File: src/hw/rtl/cdb_pkg.sv
// ----------------------------------------------------------------------------
// cdb_pkg: shared types and constants of the chamfer distance unit
// Holds the item types, the distance constants and the neighbor tables
// of the 3-4 chamfer transform.
// ----------------------------------------------------------------------------
package cdb_pkg;

	localparam int DIST_BITS      = 12;
	localparam int CFG_BITS       = 9;
	localparam int DEF_MAX_WIDTH  = 256;
	localparam int DEF_MAX_HEIGHT = 256;

	typedef logic [DIST_BITS-1:0] dist_t;

	localparam dist_t DIST_INF = {DIST_BITS{1'b1}};
	localparam dist_t DIST_SAT = DIST_INF - dist_t'(1);
	localparam dist_t W_EDGE   = dist_t'(3);
	localparam dist_t W_DIAG   = dist_t'(4);

	// Register indexes of the configuration port.
	localparam logic REG_IMAGE_WIDTH  = 1'b0;
	localparam logic REG_IMAGE_HEIGHT = 1'b1;

	// Operation codes of an input item.
	localparam logic OP_LOAD = 1'b0;
	localparam logic OP_READ = 1'b1;

	typedef struct packed {
		logic       op;
		logic [7:0] col;
		logic [7:0] row;
		logic       foreground;
	} cmd_t;

	typedef struct packed {
		dist_t distance;
		logic  is_center;
		logic  bad_address;
	} result_t;

	// Neighbor k: column offset (two-bit signed).
	function automatic logic signed [1:0] nb_dx(input logic [2:0] k);
		logic signed [1:0] d;
		case (k)
			3'd0, 3'd3, 3'd5: d = -2'sd1;
			3'd1, 3'd6:       d = 2'sd0;
			default:          d = 2'sd1;
		endcase
		return d;
	endfunction

	// Neighbor k: row offset (two-bit signed).
	function automatic logic signed [1:0] nb_dy(input logic [2:0] k);
		logic signed [1:0] d;
		case (k)
			3'd0, 3'd1, 3'd2: d = -2'sd1;
			3'd3, 3'd4:       d = 2'sd0;
			default:          d = 2'sd1;
		endcase
		return d;
	endfunction

	// Neighbor k: step weight, 4 for diagonal and 3 for edge neighbors.
	function automatic dist_t nb_w(input logic [2:0] k);
		dist_t w;
		case (k)
			3'd0, 3'd2, 3'd5, 3'd7: w = W_DIAG;
			default:                w = W_EDGE;
		endcase
		return w;
	endfunction

	// Saturating add; infinity stays infinity.
	function automatic dist_t sat_add(input dist_t d, input dist_t w);
		logic [DIST_BITS:0] s;
		dist_t r;
		s = {1'b0, d} + {1'b0, w};
		if (d == DIST_INF) begin
			r = DIST_INF;
		end else if (s > {1'b0, DIST_SAT}) begin
			r = DIST_SAT;
		end else begin
			r = s[DIST_BITS-1:0];
		end
		return r;
	endfunction

endpackage

File: src/hw/rtl/cdb_engine.sv
// ----------------------------------------------------------------------------
// cdb_engine: command sequencer and transform engine
// Handles loads and reads, runs the forward and backward raster passes
// through the store one neighbor read per cycle, and evaluates the
// center flag of a read pixel.
// ----------------------------------------------------------------------------
module cdb_engine import cdb_pkg::*; #(
	parameter int XW = 8,
	parameter int YW = 8,
	parameter int EW = 9,
	parameter int EH = 9
) (
	input  logic             clk,
	input  logic             arst_n,
	input  logic             start,
	input  cmd_t             cmd,
	output logic             busy,
	input  logic             cfg_we,
	input  logic [EW-1:0]    eff_w,
	input  logic [EH-1:0]    eff_h,
	output logic             pix_we,
	output logic [XW+YW-1:0] pix_waddr,
	output logic             pix_wdata,
	output logic             dist_we,
	output logic [XW+YW-1:0] dist_waddr,
	output dist_t            dist_wdata,
	output logic [XW+YW-1:0] raddr,
	input  logic             pix_rdata,
	input  dist_t            dist_rdata,
	output result_t          result,
	output logic             result_valid
);

	typedef enum logic [3:0] {
		ST_IDLE = 4'b0001,
		ST_FWD  = 4'b0010,
		ST_BWD  = 4'b0100,
		ST_CTR  = 4'b1000
	} state_t;

	typedef enum logic [2:0] {
		PH_ISSUE  = 3'b001,
		PH_DRAIN  = 3'b010,
		PH_FINISH = 3'b100
	} phase_t;

	state_t         state_q;
	phase_t         phase_q;
	logic [3:0]     j_q;
	logic [XW-1:0]  x_q, tx_q;
	logic [YW-1:0]  y_q, ty_q;
	logic           tvalid_q;
	dist_t          best_q;
	logic           flag_q;
	result_t        result_q;
	logic           strobe_q;

	logic           beat_s1;
	logic           own_s1;
	logic           oob_s1;
	logic [2:0]     k_s1;

	logic [15:0]    col_w, row_w;
	logic           bad;
	logic [XW-1:0]  cmd_x;
	logic [YW-1:0]  cmd_y;
	logic [EW-1:0]  wm1;
	logic [EH-1:0]  hm1;
	logic           x_last, y_last;
	logic [3:0]     j_max;
	logic [2:0]     k_iss;
	logic signed [1:0] dx_iss, dy_iss;
	logic signed [XW+1:0] nxs;
	logic signed [YW+1:0] nys;
	logic           oob_iss;
	logic [XW-1:0]  ax;
	logic [YW-1:0]  ay;
	dist_t          n_val, w_val, cand, m_val;
	logic           m_ok;

	// Address check of the incoming item.
	assign col_w = 16'(cmd.col);
	assign row_w = 16'(cmd.row);
	assign bad   = (col_w >= 16'(eff_w)) || (row_w >= 16'(eff_h));
	assign cmd_x = col_w[XW-1:0];
	assign cmd_y = row_w[YW-1:0];

	// Scan limits.
	assign wm1    = eff_w - EW'(1);
	assign hm1    = eff_h - EH'(1);
	assign x_last = (EW'(x_q) == wm1);
	assign y_last = (EH'(y_q) == hm1);

	// Neighbor of the current pixel for the read being issued.
	assign j_max  = (state_q == ST_CTR) ? 4'd8 : 4'd4;
	assign k_iss  = (state_q == ST_BWD) ? 3'(j_q + 4'd3) : 3'(j_q - 4'd1);
	assign dx_iss = nb_dx(k_iss);
	assign dy_iss = nb_dy(k_iss);
	assign nxs = $signed({2'b00, x_q}) + $signed({{XW{dx_iss[1]}}, dx_iss});
	assign nys = $signed({2'b00, y_q}) + $signed({{YW{dy_iss[1]}}, dy_iss});
	assign oob_iss = (j_q != 4'd0) &&
		(nxs[XW+1] || nys[YW+1] ||
		 ({1'b0, nxs[XW:0]} >= (XW+2)'(eff_w)) ||
		 ({1'b0, nys[YW:0]} >= (YW+2)'(eff_h)));
	assign ax = (j_q == 4'd0) ? x_q : nxs[XW-1:0];
	assign ay = (j_q == 4'd0) ? y_q : nys[YW-1:0];
	assign raddr = {ay, ax};

	// Store writes: pixel loads in idle, distances at the end of a pixel.
	assign pix_we     = start && !busy && (cmd.op == OP_LOAD) && !bad;
	assign pix_waddr  = {cmd_y, cmd_x};
	assign pix_wdata  = cmd.foreground;
	assign dist_we    = (phase_q == PH_FINISH) && ((state_q == ST_FWD) || (state_q == ST_BWD));
	assign dist_waddr = {y_q, x_q};
	assign dist_wdata = best_q;

	// Neighbor arithmetic on the returned read data.
	assign n_val = oob_s1 ? DIST_INF : dist_rdata;
	assign w_val = nb_w(k_s1);
	assign cand  = sat_add(n_val, w_val);
	assign m_ok  = (n_val == DIST_INF) || (n_val >= w_val);
	assign m_val = (n_val == DIST_INF) ? DIST_INF : (n_val - w_val);

	// Read beat tags, registered in step with the read data.
	always_ff @(posedge clk or negedge arst_n) begin
		if (!arst_n) begin
			beat_s1 <= 1'b0;
		end else begin
			beat_s1 <= (phase_q == PH_ISSUE) && (state_q != ST_IDLE);
		end
	end

	always_ff @(posedge clk) begin
		own_s1 <= (j_q == 4'd0);
		oob_s1 <= oob_iss;
		k_s1   <= k_iss;
	end

	// Accumulate the relaxed distance or the center flag.
	always_ff @(posedge clk) begin
		if (beat_s1) begin
			if (state_q == ST_CTR) begin
				if (own_s1) begin
					best_q <= dist_rdata;
					flag_q <= pix_rdata;
				end else if (m_ok && (m_val == best_q)) begin
					flag_q <= 1'b0;
				end
			end else if (own_s1) begin
				if (state_q == ST_FWD) begin
					best_q <= pix_rdata ? DIST_INF : '0;
				end else begin
					best_q <= dist_rdata;
				end
			end else if (cand < best_q) begin
				best_q <= cand;
			end
		end
	end

	// Sequencer over commands, passes and the reads of each pixel.
	always_ff @(posedge clk or negedge arst_n) begin
		if (!arst_n) begin
			state_q  <= ST_IDLE;
			phase_q  <= PH_ISSUE;
			j_q      <= '0;
			x_q      <= '0;
			y_q      <= '0;
			tx_q     <= '0;
			ty_q     <= '0;
			tvalid_q <= 1'b0;
			strobe_q <= 1'b0;
		end else begin
			strobe_q <= 1'b0;
			if (cfg_we) begin
				tvalid_q <= 1'b0;
			end
			case (state_q)
				ST_IDLE: begin
					phase_q <= PH_ISSUE;
					j_q     <= '0;
					if (start) begin
						if (cmd.op == OP_LOAD) begin
							tvalid_q <= 1'b0;
						end else if (bad) begin
							strobe_q <= 1'b1;
						end else begin
							tx_q <= cmd_x;
							ty_q <= cmd_y;
							if (tvalid_q) begin
								state_q <= ST_CTR;
								x_q     <= cmd_x;
								y_q     <= cmd_y;
							end else begin
								state_q <= ST_FWD;
								x_q     <= '0;
								y_q     <= '0;
							end
						end
					end
				end
				ST_FWD, ST_BWD, ST_CTR: begin
					case (phase_q)
						PH_ISSUE: begin
							if (j_q == j_max) begin
								phase_q <= PH_DRAIN;
							end else begin
								j_q <= j_q + 4'd1;
							end
						end
						PH_DRAIN: begin
							phase_q <= PH_FINISH;
						end
						PH_FINISH: begin
							phase_q <= PH_ISSUE;
							j_q     <= '0;
							if (state_q == ST_FWD) begin
								if (x_last) begin
									x_q <= '0;
									if (y_last) begin
										state_q <= ST_BWD;
										x_q     <= wm1[XW-1:0];
										y_q     <= hm1[YW-1:0];
									end else begin
										y_q <= y_q + YW'(1);
									end
								end else begin
									x_q <= x_q + XW'(1);
								end
							end else if (state_q == ST_BWD) begin
								if (x_q == '0) begin
									x_q <= wm1[XW-1:0];
									if (y_q == '0) begin
										tvalid_q <= 1'b1;
										state_q  <= ST_CTR;
										x_q      <= tx_q;
										y_q      <= ty_q;
									end else begin
										y_q <= y_q - YW'(1);
									end
								end else begin
									x_q <= x_q - XW'(1);
								end
							end else begin
								strobe_q <= 1'b1;
								state_q  <= ST_IDLE;
							end
						end
						default: begin
							phase_q <= PH_ISSUE;
						end
					endcase
				end
				default: begin
					state_q <= ST_IDLE;
				end
			endcase
		end
	end

	// Result register.
	always_ff @(posedge clk) begin
		if ((state_q == ST_IDLE) && start && (cmd.op == OP_READ) && bad) begin
			result_q.distance    <= '0;
			result_q.is_center   <= 1'b0;
			result_q.bad_address <= 1'b1;
		end else if ((state_q == ST_CTR) && (phase_q == PH_FINISH)) begin
			result_q.distance    <= best_q;
			result_q.is_center   <= flag_q;
			result_q.bad_address <= 1'b0;
		end
	end

	assign busy         = (state_q != ST_IDLE);
	assign result       = result_q;
	assign result_valid = strobe_q;

endmodule
File: config.mk
export PLATFORM = sky130hd
export DESIGN_NAME = cdb_engine
export DESIGN_NICKNAME = d
export VERILOG_FILES = /design/src/hw/rtl/cdb_pkg.sv /design/src/hw/rtl/cdb_engine.sv
export SDC_FILE = /design/constraint.sdc
export NUM_CORES = 1
export LEC_CHECK = 0
export BUFFER_PORTS_ARGS = -buffer_cell sky130_fd_sc_hd__buf_2
export CAP_MARGIN = 0
export CORE_MARGIN = 1
export CORE_UTILIZATION = 55
export DETAILED_ROUTE_END_ITERATION = 6
export GPL_ROUTABILITY_DRIVEN = 0
export GPL_TIMING_DRIVEN = 0
export PLACE_DENSITY = 0.83
export SLEW_MARGIN = 20
export SYNTH_ARGS = -nofsm -noshare
export SYNTH_HDL_FRONTEND = slang
export SYNTH_SLANG_ARGS = --single-unit
File: constraint.sdc
create_clock -name clk -period 8.4 [get_ports clk]
set_clock_uncertainty 0.2 [all_clocks]
set_input_delay 0.42 -clock clk [delete_from_list [all_inputs] [get_ports clk]]
set_output_delay 0.42 -clock clk [all_outputs]
set_load 0.01 [all_outputs]
# Word level (Yosys, flattened, before mapping)
# Cells that the tools add are included.
[op_classes] addsub=13 magnitude_cmp=7 n_eq_ne=36 mux=77 n_bitwise=2 n_reduce_logical=42
[ops] operator="$mux W8" n=24
[ops] operator="$mux W12" n=10
[ops] operator="$mux W4" n=13
[ops] operator="$pmux W8 S2" n=2
[ops] operator="$pmux W4 S2" n=3
[ops] operator="$ne A3 B3 Y1 const B" n=7
[ops] operator="$add A9 B2 Y10" n=2
[ops] operator="$eq A3 B3 Y1 const B" n=6
[ops] operator="$eq A8 B9 Y1" n=2
[ops] operator="$ge A8 B9 Y1" n=2
[ops] operator="$ge A9 B9 Y1" n=2
[ops] operator="$sub A9 B1 Y9 const B" n=2
[ops] operator="$add A8 B1 Y8 const B" n=2
[ops] operator="$logic_not A8 Y1" n=2
[ops] operator="$mux W1" n=16
[ops] operator="$reduce_and A8 Y1" n=2
[ops] operator="$sub A8 B1 Y8 const B" n=2
[ops] operator="$add A12 B12 Y13" n=1
[ops] operator="$gt A13 B12 Y1 const B" n=1
[ops] operator="$eq A12 B12 Y1" n=1
[ops] operator="$eq A12 B12 Y1 const B" n=1
[ops] operator="$eq A3 B2 Y1 const B" n=4
[ops] operator="$ge A12 B12 Y1" n=1
[ops] operator="$lt A12 B12 Y1" n=1
[ops] operator="other kinds (32)" n=68
[totals] ff_bits=78

# Longest topological paths before layout
# Gate-level depths: netlist of run 1.
[logic_depth] word_depth=11 mapped_depth=25

# Least setup slack after synthesis of run 1
# OpenSTA, ideal clock, no wires.
[synth_path] path_kind="reg2reg" from="register oob_s1" to="register best_q[0] (netlist: dist_wdata[0]) (enable)" arrival_time_ns=5.278 required_ns=7.802 path_slack_ns=2.525 stages_incl_launch_ff=26 path_buffers=4 synth_period_minus_slack_ns=5.875 path_cell_list="dfxtp_1 > clkbuf_1 > clkbuf_1 > clkbuf_1 > nor2_1 > inv_1 > ha_1 > inv_1 > fa_1 > nor2b_1 > o21ai_0 > o2bb2ai_1 > nor4_1 > o211ai_1 > o21a_1 > clkbuf_1 > nand2_1 > ha_1 > a21o_1 > a21o_1 > a21oi_1 > nor2_1 > a2111oi_0 > o21a_1 > nand3_1 > o21ai_0"
[synth_between] elab_chain_cells=8 elab_cells_between_ends=9 cone_classes="1 x add/sub; 2 x order compare; 1 x eq/ne; 3 x mux; 2 x reduce/logical"
[synth_lines] item="start, declared" line_no="cdb_engine.sv:60" text="logic oob_s1;"
[synth_lines] item="start signal, assigned" line_no="cdb_engine.sv:135" text="oob_s1 <= oob_iss;"
[synth_lines] item="$mux W12 (*)" line_no="cdb_engine.sv:118" text="assign n_val = oob_s1 ? DIST_INF : dist_rdata;"
[synth_lines] item="$add A12 B12 Y13" line_no="cdb_pkg.sv:77" text="s = {1'b0, d} + {1'b0, w};"
[synth_lines] item="$gt A13 B12 Y1" line_no="cdb_pkg.sv:80" text="end else if (s > {1'b0, DIST_SAT}) begin"
[synth_lines] item="$mux W12" line_no="cdb_pkg.sv:80"
[synth_lines] item="$mux W12 (*)" line_no="cdb_pkg.sv:78" text="if (d == DIST_INF) begin"
[synth_lines] item="$lt A12 B12 Y1 (*)" line_no="cdb_engine.sv:155" text="end else if (cand < best_q) begin"
[synth_lines] item="$reduce_bool A2 Y1 (no line) (*)"
[synth_lines] item="$reduce_and A3 Y1 (no line) (*)"
[synth_lines] item="end signal, assigned" line_no="cdb_engine.sv:151" text="best_q <= pix_rdata ? DIST_INF : '0;"
[synth_lines] item="end signal, assigned" line_no="cdb_engine.sv:153" text="best_q <= dist_rdata;"
[synth_lines] item="end signal, assigned" line_no="cdb_engine.sv:156" text="best_q <= cand;"
[synth_lines] item="end, declared" line_no="cdb_engine.sv:53" text="dist_t best_q;"
# Mark *: on every way between the ends. The rest lies on a longest branch, timed or not.
# A chain may end at the register's enable or synchronous reset.

# Final worst setup path of run 1
[layout_path] from="register oob_s1" to="register best_q[9] (netlist: dist_wdata[9]) (enable)"
# Same word-level chain as after synthesis.

==> results.toml, run 1 <==
[status]
status = "finished, final reports clean"

[critical_path]
path_class = "reg -> reg"
arrival_ps = 6640
r2r_start = "oob_s1"
path_buf_inv = 7
cp-start-kind = "register"
cp_top_family = "compound AO/OA/AOI/OAI gates"
r2r_slack_ps = 1620
crit_slowest_cell = "o21ai_1"
slowest_delay_ps = 510
timing.rr.end = "dist_wdata[9]"
required_ps = 8260
cp.depth = 26
endpoint_kind = "register"
cpMostUsedCell = "clkbuf_1"
crit_fanout = 10
rr_worst_depth = 26

[floorplanning]
die_h_um = 124
ios = 132
die_area_mm2 = 0.0154
coreArea_mm2 = 0.0145
start_util_pct = 56.5
die_w_um = 124
rows = 44

[worst_hold_path]
min_to = "tx_q[0]"
holdCritStartpoint = "cmd[9]"
hold_depth = 2
hp-class = "in -> reg"

[yosys]
yosys.area.top_type = "dfrtp_1"
ys_types = 79
async_reset_ff_share_pct = 59.7
synth_seq_cells = 77
ys_top_cells_by_count = "86 x nand2_1, 82 x ha_1, 80 x nor2_1"
netlist_area_mm2 = 0.00822
synth_ff_type = "dfrtp_1"
syn_inst = 1001
avgSynthCellArea_um2 = 8.21
synth_edf_count = 13
synth_nets = 1140
ys.warnings.count = 0
synth_most_common_cell = "nand2_1"
synthTopCellsByArea = "dfrtp_1 13%, ha_1 12%, xnor2_1 5.7%, mux2_2 5.5%, edfxtp_1 4.8%"
ys_seq_area_share_pct = 23.2
yosysTopAreaCellShare_pct = 13.4

[clock_network]
cts_resized = 0
clkSlewWorstSetupHoldPaths_ps = 60
htree_levels = 3
clock-sinks = 77
cts_buffers = 9
worstSkewPairLatency_ps = 350
cts_root_buffer = "clkbuf_16"
clock_path_buffers = 2
cts_tree = "done"

[placed_design]
dp_cells = 1313
io_buffers = 126
placed_area_mm2 = 0.00910
dp_hpwl_um = 18100

[sta]
relSlewSlack_pct = 26.0
slew_viol_final = 0
max_clock_freq_mhz = 147
final_hold_viol_count = 0
rsz0062_at_grt = "no"
fin_crit_sh_pct = 80.7
finalCriticalPeriod_ps = 6780
finalSetupViolations = 0
tns_ps = 0
tightest_slew_ps = 1110

[grt]
first_global_vias = 7379
grt_antenna_before_repair = 0
grt_max_degree = 47
grt_pass1_wl_um = 37700
track_usage_pct = 30.4
gr-total-overflow = 0

[route]
wl_um = 23800
drtPass1Iterations = 6
wl_per_cell_um = 17.9
num_vias = 8279
vias_per_cell = 6.22
final_antenna_net_count = 0
drtIter0Drc = 961
drc = 0

[final_layout]
design_area_mm2 = 0.00941
drive_gt1_share_pct = 19.5
final_cells = 1330
nets = 1280
antenna_cells = 0
area_delta_synth_final_pct = 14.6

[flow_run]
drv_cap = 0

[pwr]
power_density_mw_per_mm2 = 415
peakVddDrop_mv = 0.277
leakagePower_nw = 4.36
-- stage by stage --
| stage | utilization, % | setup WS [ps] | power (mW) | hold WS [ps] |
|---|---|---|---|---|
| final | 64.8 | 1620 | 3.91 | 151 |
| after global routing | 64.8 | 1160 | 4.22 | 171 |
| after CTS | 64.7 | 1710 | 3.86 | 145 |
| after detailed placement | 62.6 | 1740 | 3.44 | 243 |
| after global placement | 62.4 | 1250 | 3.36 | 236 |
| after floorplan | - | 2520 | 2.68 | -75.6 |
-- layout by cell type (no fill, tap or decap), types with 7 or more instances in the layout --
| master | instances |
|---|---|
| a21oi_1 | 77 |
| inv_1 | 59 |
| nor3_1 | 16 |
| nand4_1 | 9 |
| and2_1 | 11 |
| nand2b_1 | 9 |
| xor2_1 | 25 |
| nand3_1 | 28 |
| mux2_2 | 40 |
| dfrtp_1 | 44 |
| ha_1 | 82 |
| xnor2_1 | 53 |
| nor2b_1 | 14 |
| o21ai_0 | 53 |
| buf_2 | 127 |
| nor3b_1 | 7 |
| a31oi_1 | 12 |
| o21bai_1 | 7 |
| buf_4 | 20 |
| nor4_1 | 11 |
| a21o_1 | 22 |
| clkbuf_1 | 45 |
| o21a_1 | 7 |
| nor2_1 | 80 |
| edfxtp_1 | 13 |
| and3_1 | 11 |
| mux2i_1 | 18 |
| nand2_1 | 86 |
| or4_1 | 7 |
| dfxtp_1 | 18 |
| clkbuf_16 | 9 |
-- registers in the layout, indices dropped and copies added (netlist names), 2 cells and up --
signal      flops
dist_wdata     12
j_q             4
k_s1            2
phase_q         3
result         14
state_q         4
tx_q            8
ty_q            8
x_q             8
y_q             8
-- worst max path at each step --
stage | from | slack, ps | end
final | oob_s1 | 1620 | dist_wdata[9]
after CTS | oob_s1 | 1710 | dist_wdata[4]
after detailed placement | oob_s1 | 1740 | dist_wdata[4]
after global routing | oob_s1 | 1160 | dist_wdata[9]
after floorplan | oob_s1 | 2520 | dist_wdata[0]
after global placement | oob_s1 | 1250 | dist_wdata[5]
-- routing by layer --
metal | GRT usage [%] | wire (um) | up-vias
met5 | 0 | 0 | -
met4 | 15.0 | 1080 | 0
met3 | 3.97 | 2080 | 91
met2 | 47.3 | 10600 | 472
met1 | 41.5 | 10100 | 3863
li1 | - | - | 3853
-- report_power, final --
part,switching [mW],internal (mW)
clock,0.164,0.230
sequential,0.167,0.569
combinational,1.62,1.16
total,1.95,1.96
-- logic make-up (layout without fill, tap and decap cells) --
group | Yosys count | count (layout) | share of synthesized area (%)
AND/OR/NAND/NOR | 322 | 322 | 20.1
AO/OA/AOI/OAI | 251 | 251 | 19.7
buffers and inverters | 125 | 270 | 6.64
adder cells (fa/ha/maj) | 86 | 86 | 13.5
XOR/XNOR | 80 | 80 | 8.86
flip-flops | 77 | 77 | 23.2
multiplexers | 60 | 60 | 8.04
-- repair_timing --
item,CTS,global route
hold endpoints to repair,44,0
buffers inserted,0,0
hold buffers,1,0
-- layout make-up --
type	instances	area, um2
flip-flops and latches	77	1900
inverters	60	225
clock buffers	10	229
multi-input cells	799	5780
repair buffers	129	656
fillers	1247	5120
well taps	184	230
clock inverters	6	65.1
plain buffers	65	320
Power figures use the tool's default switching activity.
==> run 2: changes to the inputs <==
- clock period: 8.4 -> 6.5 ns (I/O delays scaled with it)
==> results.toml, run 2 (same netlist as run 1, synthesis figures left out) <==
[floorplanning]
start_util_pct = 56.5
ios = 132
die_h_um = 124
die_area_mm2 = 0.0154
coreArea_mm2 = 0.0145
die_w_um = 124
rows = 44

[final_layout]
multi_input_area_mm2 = 0.00579
final_cells = 1329
final_common_cell = "buf_2"
largest_reg_flops = 14
drive_gt1_share_pct = 19.9
n_fill_cell = 1246
final_cell_mix = "127 x buf_2, 86 x nand2_1, 82 x ha_1, 80 x nor2_1, 77 x a21oi_1"
antenna_cells = 0
nets = 1279
area_delta_synth_final_pct = 14.6
design_area_mm2 = 0.00942
final_core_util_pct = 64.8
seq_area_mm2 = 0.00191

[flow_run]
drv_cap = 0

[sta]
final_hold_viol_count = 0
tns_ps = 0
finalCriticalPeriod_ps = 6070
slew_viol_final = 0
tightest_slew_ps = 1110
rsz0062_at_grt = "no"
setup_ws_ps = 430
finalSetupViolations = 0
max_clock_freq_mhz = 165
fin_crit_sh_pct = 93.4
relSlewSlack_pct = 25.9

[clock_network]
clkSlewWorstSetupHoldPaths_ps = 60
cts_tree = "done"
cts_root_buffer = "clkbuf_16"
htree_levels = 3
worstSkewPairLatency_ps = 350
clock-sinks = 77
cts_buffers = 9
clock_path_buffers = 2

[grt]
gr-total-overflow = 0
grt_pass1_wl_um = 37700
grt_antenna_before_repair = 0
first_global_vias = 7379
track_usage_pct = 30.4
grt_max_degree = 47

[placed_design]
pre_cts_ws_ps = -159
placed_area_mm2 = 0.00910
dp_hpwl_um = 18100
dp_cells = 1313
io_buffers = 126

[status]
status = "finished, final reports clean"

[pwr]
leakagePower_nw = 4.37
power_density_mw_per_mm2 = 538
peakVddDrop_mv = 0.357

[route]
wl_um = 23800
num_vias = 8228
wl_per_cell_um = 17.9
drc = 0
drtPass1Iterations = 5
vias_per_cell = 6.19
final_antenna_net_count = 0
drtIter0Drc = 943

[critical_path]
path_class = "reg -> reg"
r2r_slack_ps = 430
required_ps = 6360
cp-start-kind = "register"
arrival_ps = 5930
endpoint_kind = "register"
crit_fanout = 11

[worst_hold_path]
hp-class = "in -> reg"
run 2: cell count changes in the layout (fill, tap and decap cells not counted), sizes merged:
cell	previous run	this run
clkbuf	54	53
run 2: final timing paths:
path / from / to / cells after the start
min reg2reg: result[10] / result[10] / 2
max reg2reg: oob_s1 / dist_wdata[4] / 23
min in group asynchronous: arst_n / tx_q[0] / 2
max in group asynchronous: arst_n / tx_q[3] / 2
min: cmd[9] / tx_q[0] / 2
max: oob_s1 / dist_wdata[4] / 23
run 2: through the flow:
stage          hold WS, ps  power [mW]
2_1_floorplan         -171        3.47
3_3_place_gp           236        4.34
3_5_place_dp           194        4.45
4_1_cts               49.7        4.99
5_1_grt               75.8        5.45
6_report              54.2        5.06
run 2: area by class of cell:
class	instances	area share, %
buffer	64	3.39
clock buffer	10	2.43
clock inverter	6	0.691
inverter	60	2.39
multi-input combinational	799	61.5
sequential	77	20.2
tap	184	2.44
timing repair buffer	129	6.96
run 2: worst max-delay path, cell delays in order, from the launching register on:
cell	delay, ps
dfxtp_2	380
clkbuf_2	210
clkbuf_2	220
or2_2	340
ha_1	280
clkbuf_1	290
nor2b_1	410
nor2_1	180
o2bb2ai_1	380
nor4_1	120
o211ai_1	140
o21a_1	160
clkbuf_1	300
nand2_1	100
ha_1	300
a21o_1	160
a21o_1	170
a21oi_1	150
nor2_1	50
a2111oi_0	340
o21a_1	180
nand3_1	100
o21ai_2	350
buf_4	240
run 2: metal layers:
metal | vias to the layer above | track usage [%] | wire length [um]
li1 | 3854 | - | -
met1 | 3825 | 41.5 | 10100
met2 | 465 | 47.3 | 10600
met3 | 84 | 3.97 | 2160
met4 | 0 | 15.0 | 976
met5 | - | 0 | 0
run 2: timing repair:
action,4_1_cts,5_1_grt
hold buffers,1,0
gates resized for setup,1,5
hold endpoints to repair,44,0
endpoints found under the setup margin,6,12
buffers inserted,0,0
run 2: where the power goes:
| group | switching, mW | internal, mW |
|---|---|---|
| logic | 2.09 | 1.50 |
| registers | 0.221 | 0.735 |
| clock network | 0.212 | 0.297 |
| total | 2.53 | 2.54 |
==> run 3: changes to the inputs <==
- CORE_UTILIZATION: 55 -> 25
- PLACE_DENSITY: 0.83 -> 0.47
==> results.toml, run 3 (same netlist as run 1, synthesis figures left out) <==
[status]
status = "finished, final reports clean"

[sta]
finalSetupViolations = 0
slew_viol_final = 0
setup_ws_ps = 382
max_clock_freq_mhz = 163
final_hold_viol_count = 0
tightest_slew_ps = 1070
finalCriticalPeriod_ps = 6120
fin_crit_sh_pct = 94.1
holdWs_ps = 66.0
relSlewSlack_pct = 28.3

[clock_network]
cts_buffers = 9
htree_levels = 3
clock_path_buffers = 2
cts_root_buffer = "clkbuf_16"
cts_tree = "done"
clkSlewWorstSetupHoldPaths_ps = 70
clock-sinks = 77
worstSkewPairLatency_ps = 360

[floorplanning]
rows = 66
die_area_mm2 = 0.0336
start_util_pct = 25.3
die_w_um = 183
coreArea_mm2 = 0.0325
ios = 132
die_h_um = 183

[critical_path]
worstPathCellList = "clkbuf_2 -> clkbuf_2 -> clkbuf_2 -> or2_2 -> ha_1 -> clkbuf_1 -> nor2b_2 -> o21ai_0 -> o2bb2ai_1 -> nor4_1 -> o211ai_1 -> o21a_1 -> clkbuf_1 -> nand2_1 -> ha_1 -> a21o_1 -> a21o_1 -> a21oi_1 -> nor2_1 -> a2111oi_0 -> o21a_1 -> nand3_1 -> o21ai_4 -> buf_12"
path_buf_inv = 6
required_ps = 6360
crit_slowest_cell = "nor4_1"
cpMostUsedCell = "clkbuf_2"
path_class = "reg -> reg"
crit_fanout = 12
cp_top_family = "compound AO/OA/AOI/OAI gates"
endpoint_kind = "register"
cp-start-kind = "register"
arrival_ps = 5980
slowest_delay_ps = 440

[route]
final_antenna_net_count = 0
wl_per_cell_um = 17.4
drc = 0
drtPass1Iterations = 4
vias_per_cell = 4.92
wl_um = 27700
drtIter0Drc = 475
num_vias = 7818

[final_layout]
nets = 1280
area_delta_synth_final_pct = 19.3
final_common_cell = "buf_2"
antenna_cells = 0
largest_reg_flops = 14
final_cell_mix = "126 x buf_2, 86 x nand2_1, 82 x ha_1, 79 x nor2_1, 77 x a21oi_1"
final_core_util_pct = 30.2
final_cells = 1588
drive_gt1_share_pct = 20.0

[grt]
track_usage_pct = 16.7
first_global_vias = 7535
grt_antenna_before_repair = 0
grt_max_degree = 47
grt_pass1_wl_um = 43400
gr-total-overflow = 0

[placed_design]
dp_cells = 1570
dp_hpwl_um = 21900
io_buffers = 126
pre_cts_ws_ps = -377

[pwr]
power_density_mw_per_mm2 = 525
peakVddDrop_mv = 0.344
power.total_mw = 5.14
leakagePower_nw = 4.39

[flow_run]
drv_cap = 0

[worst_hold_path]
hp-class = "in -> reg"
-- run 3: changes by cell type in the layout (fill, tap and decap cells not counted), sizes merged --
| cell | previous run | this run |
|---|---|---|
| bufinv | 1 | 2 |
| clkinv | 5 | 2 |
| clkbuf | 53 | 56 |
-- run 3: path summary, 6_finish.rpt --
kind / start / endpoint / slack (ps) / depth (start not counted)
setup / recovery: oob_s1 / dist_wdata[11] / 380 / 24
hold / removal: cmd[9] / tx_q[0] / 70 / 2
setup reg to reg: oob_s1 / dist_wdata[11] / 380 / 24
hold reg to reg: result[10] / result[10] / 250 / 2
max in group asynchronous: arst_n / y_q[7] / 5280 / 2
min in group asynchronous: arst_n / tx_q[0] / 360 / 2
-- run 3: repair_timing --
| action | in CTS | in global routing |
|---|---|---|
| hold buffers | 1 | 0 |
| gates cloned | 0 | 0 |
| hold endpoints to repair | 44 | 0 |
| setup buffers | 0 | 1 |
| endpoints found under the setup margin | 12 | 12 |
| resized for setup | 3 | 4 |
| pin swaps | 0 | 1 |
-- run 3: stage by stage --
stage	TNS (ps)	cell area [um2]
final	0	9800
after global routing	-49.4	9800
after CTS	0	9770
after detailed placement	-4520	9430
after global placement	-15180	9400
after floorplan	0	8220
-- run 3: worst register-to-register path, cell delays in order, from the launching register on --
cell	delay (ps)
dfxtp_1	340
clkbuf_2	210
clkbuf_2	230
clkbuf_2	240
or2_2	350
ha_1	280
clkbuf_1	280
nor2b_2	390
o21ai_0	130
o2bb2ai_1	200
nor4_1	440
o211ai_1	180
o21a_1	220
clkbuf_1	210
nand2_1	110
ha_1	250
a21o_1	160
a21o_1	170
a21oi_1	170
nor2_1	50
a2111oi_0	330
o21a_1	190
nand3_1	130
o21ai_4	200
buf_12	160
-- run 3: layout make-up --
class                           count  area, um2
Fill cell                        3488      22700
Multi-Input combinational cell    799       5800
Sequential cell                    77       1900
Timing Repair Buffer              129        671
Tap cell                          442        553
Buffer                             65        324
Clock buffer                       12        246
Inverter                           60        225
Clock inverter                      4       72.6
-- run 3: layer usage --
| layer | GRT usage, % | part of all wire (%) | wire length (um) |
|---|---|---|---|
| met5 | 0 | 0 | 0 |
| met1 | 23.0 | 49 | 13400 |
| met3 | 2.28 | 4.3 | 1180 |
| met2 | 27.4 | 46 | 12700 |
| met4 | 3.80 | 1.2 | 343 |
-- run 3: where the power goes --
| part | switching, mW | internal (mW) | leakage, nW |
|---|---|---|---|
| registers | 0.225 | 0.734 | 0.859 |
| logic | 2.10 | 1.52 | 3.38 |
| clock network | 0.211 | 0.347 | 0.153 |
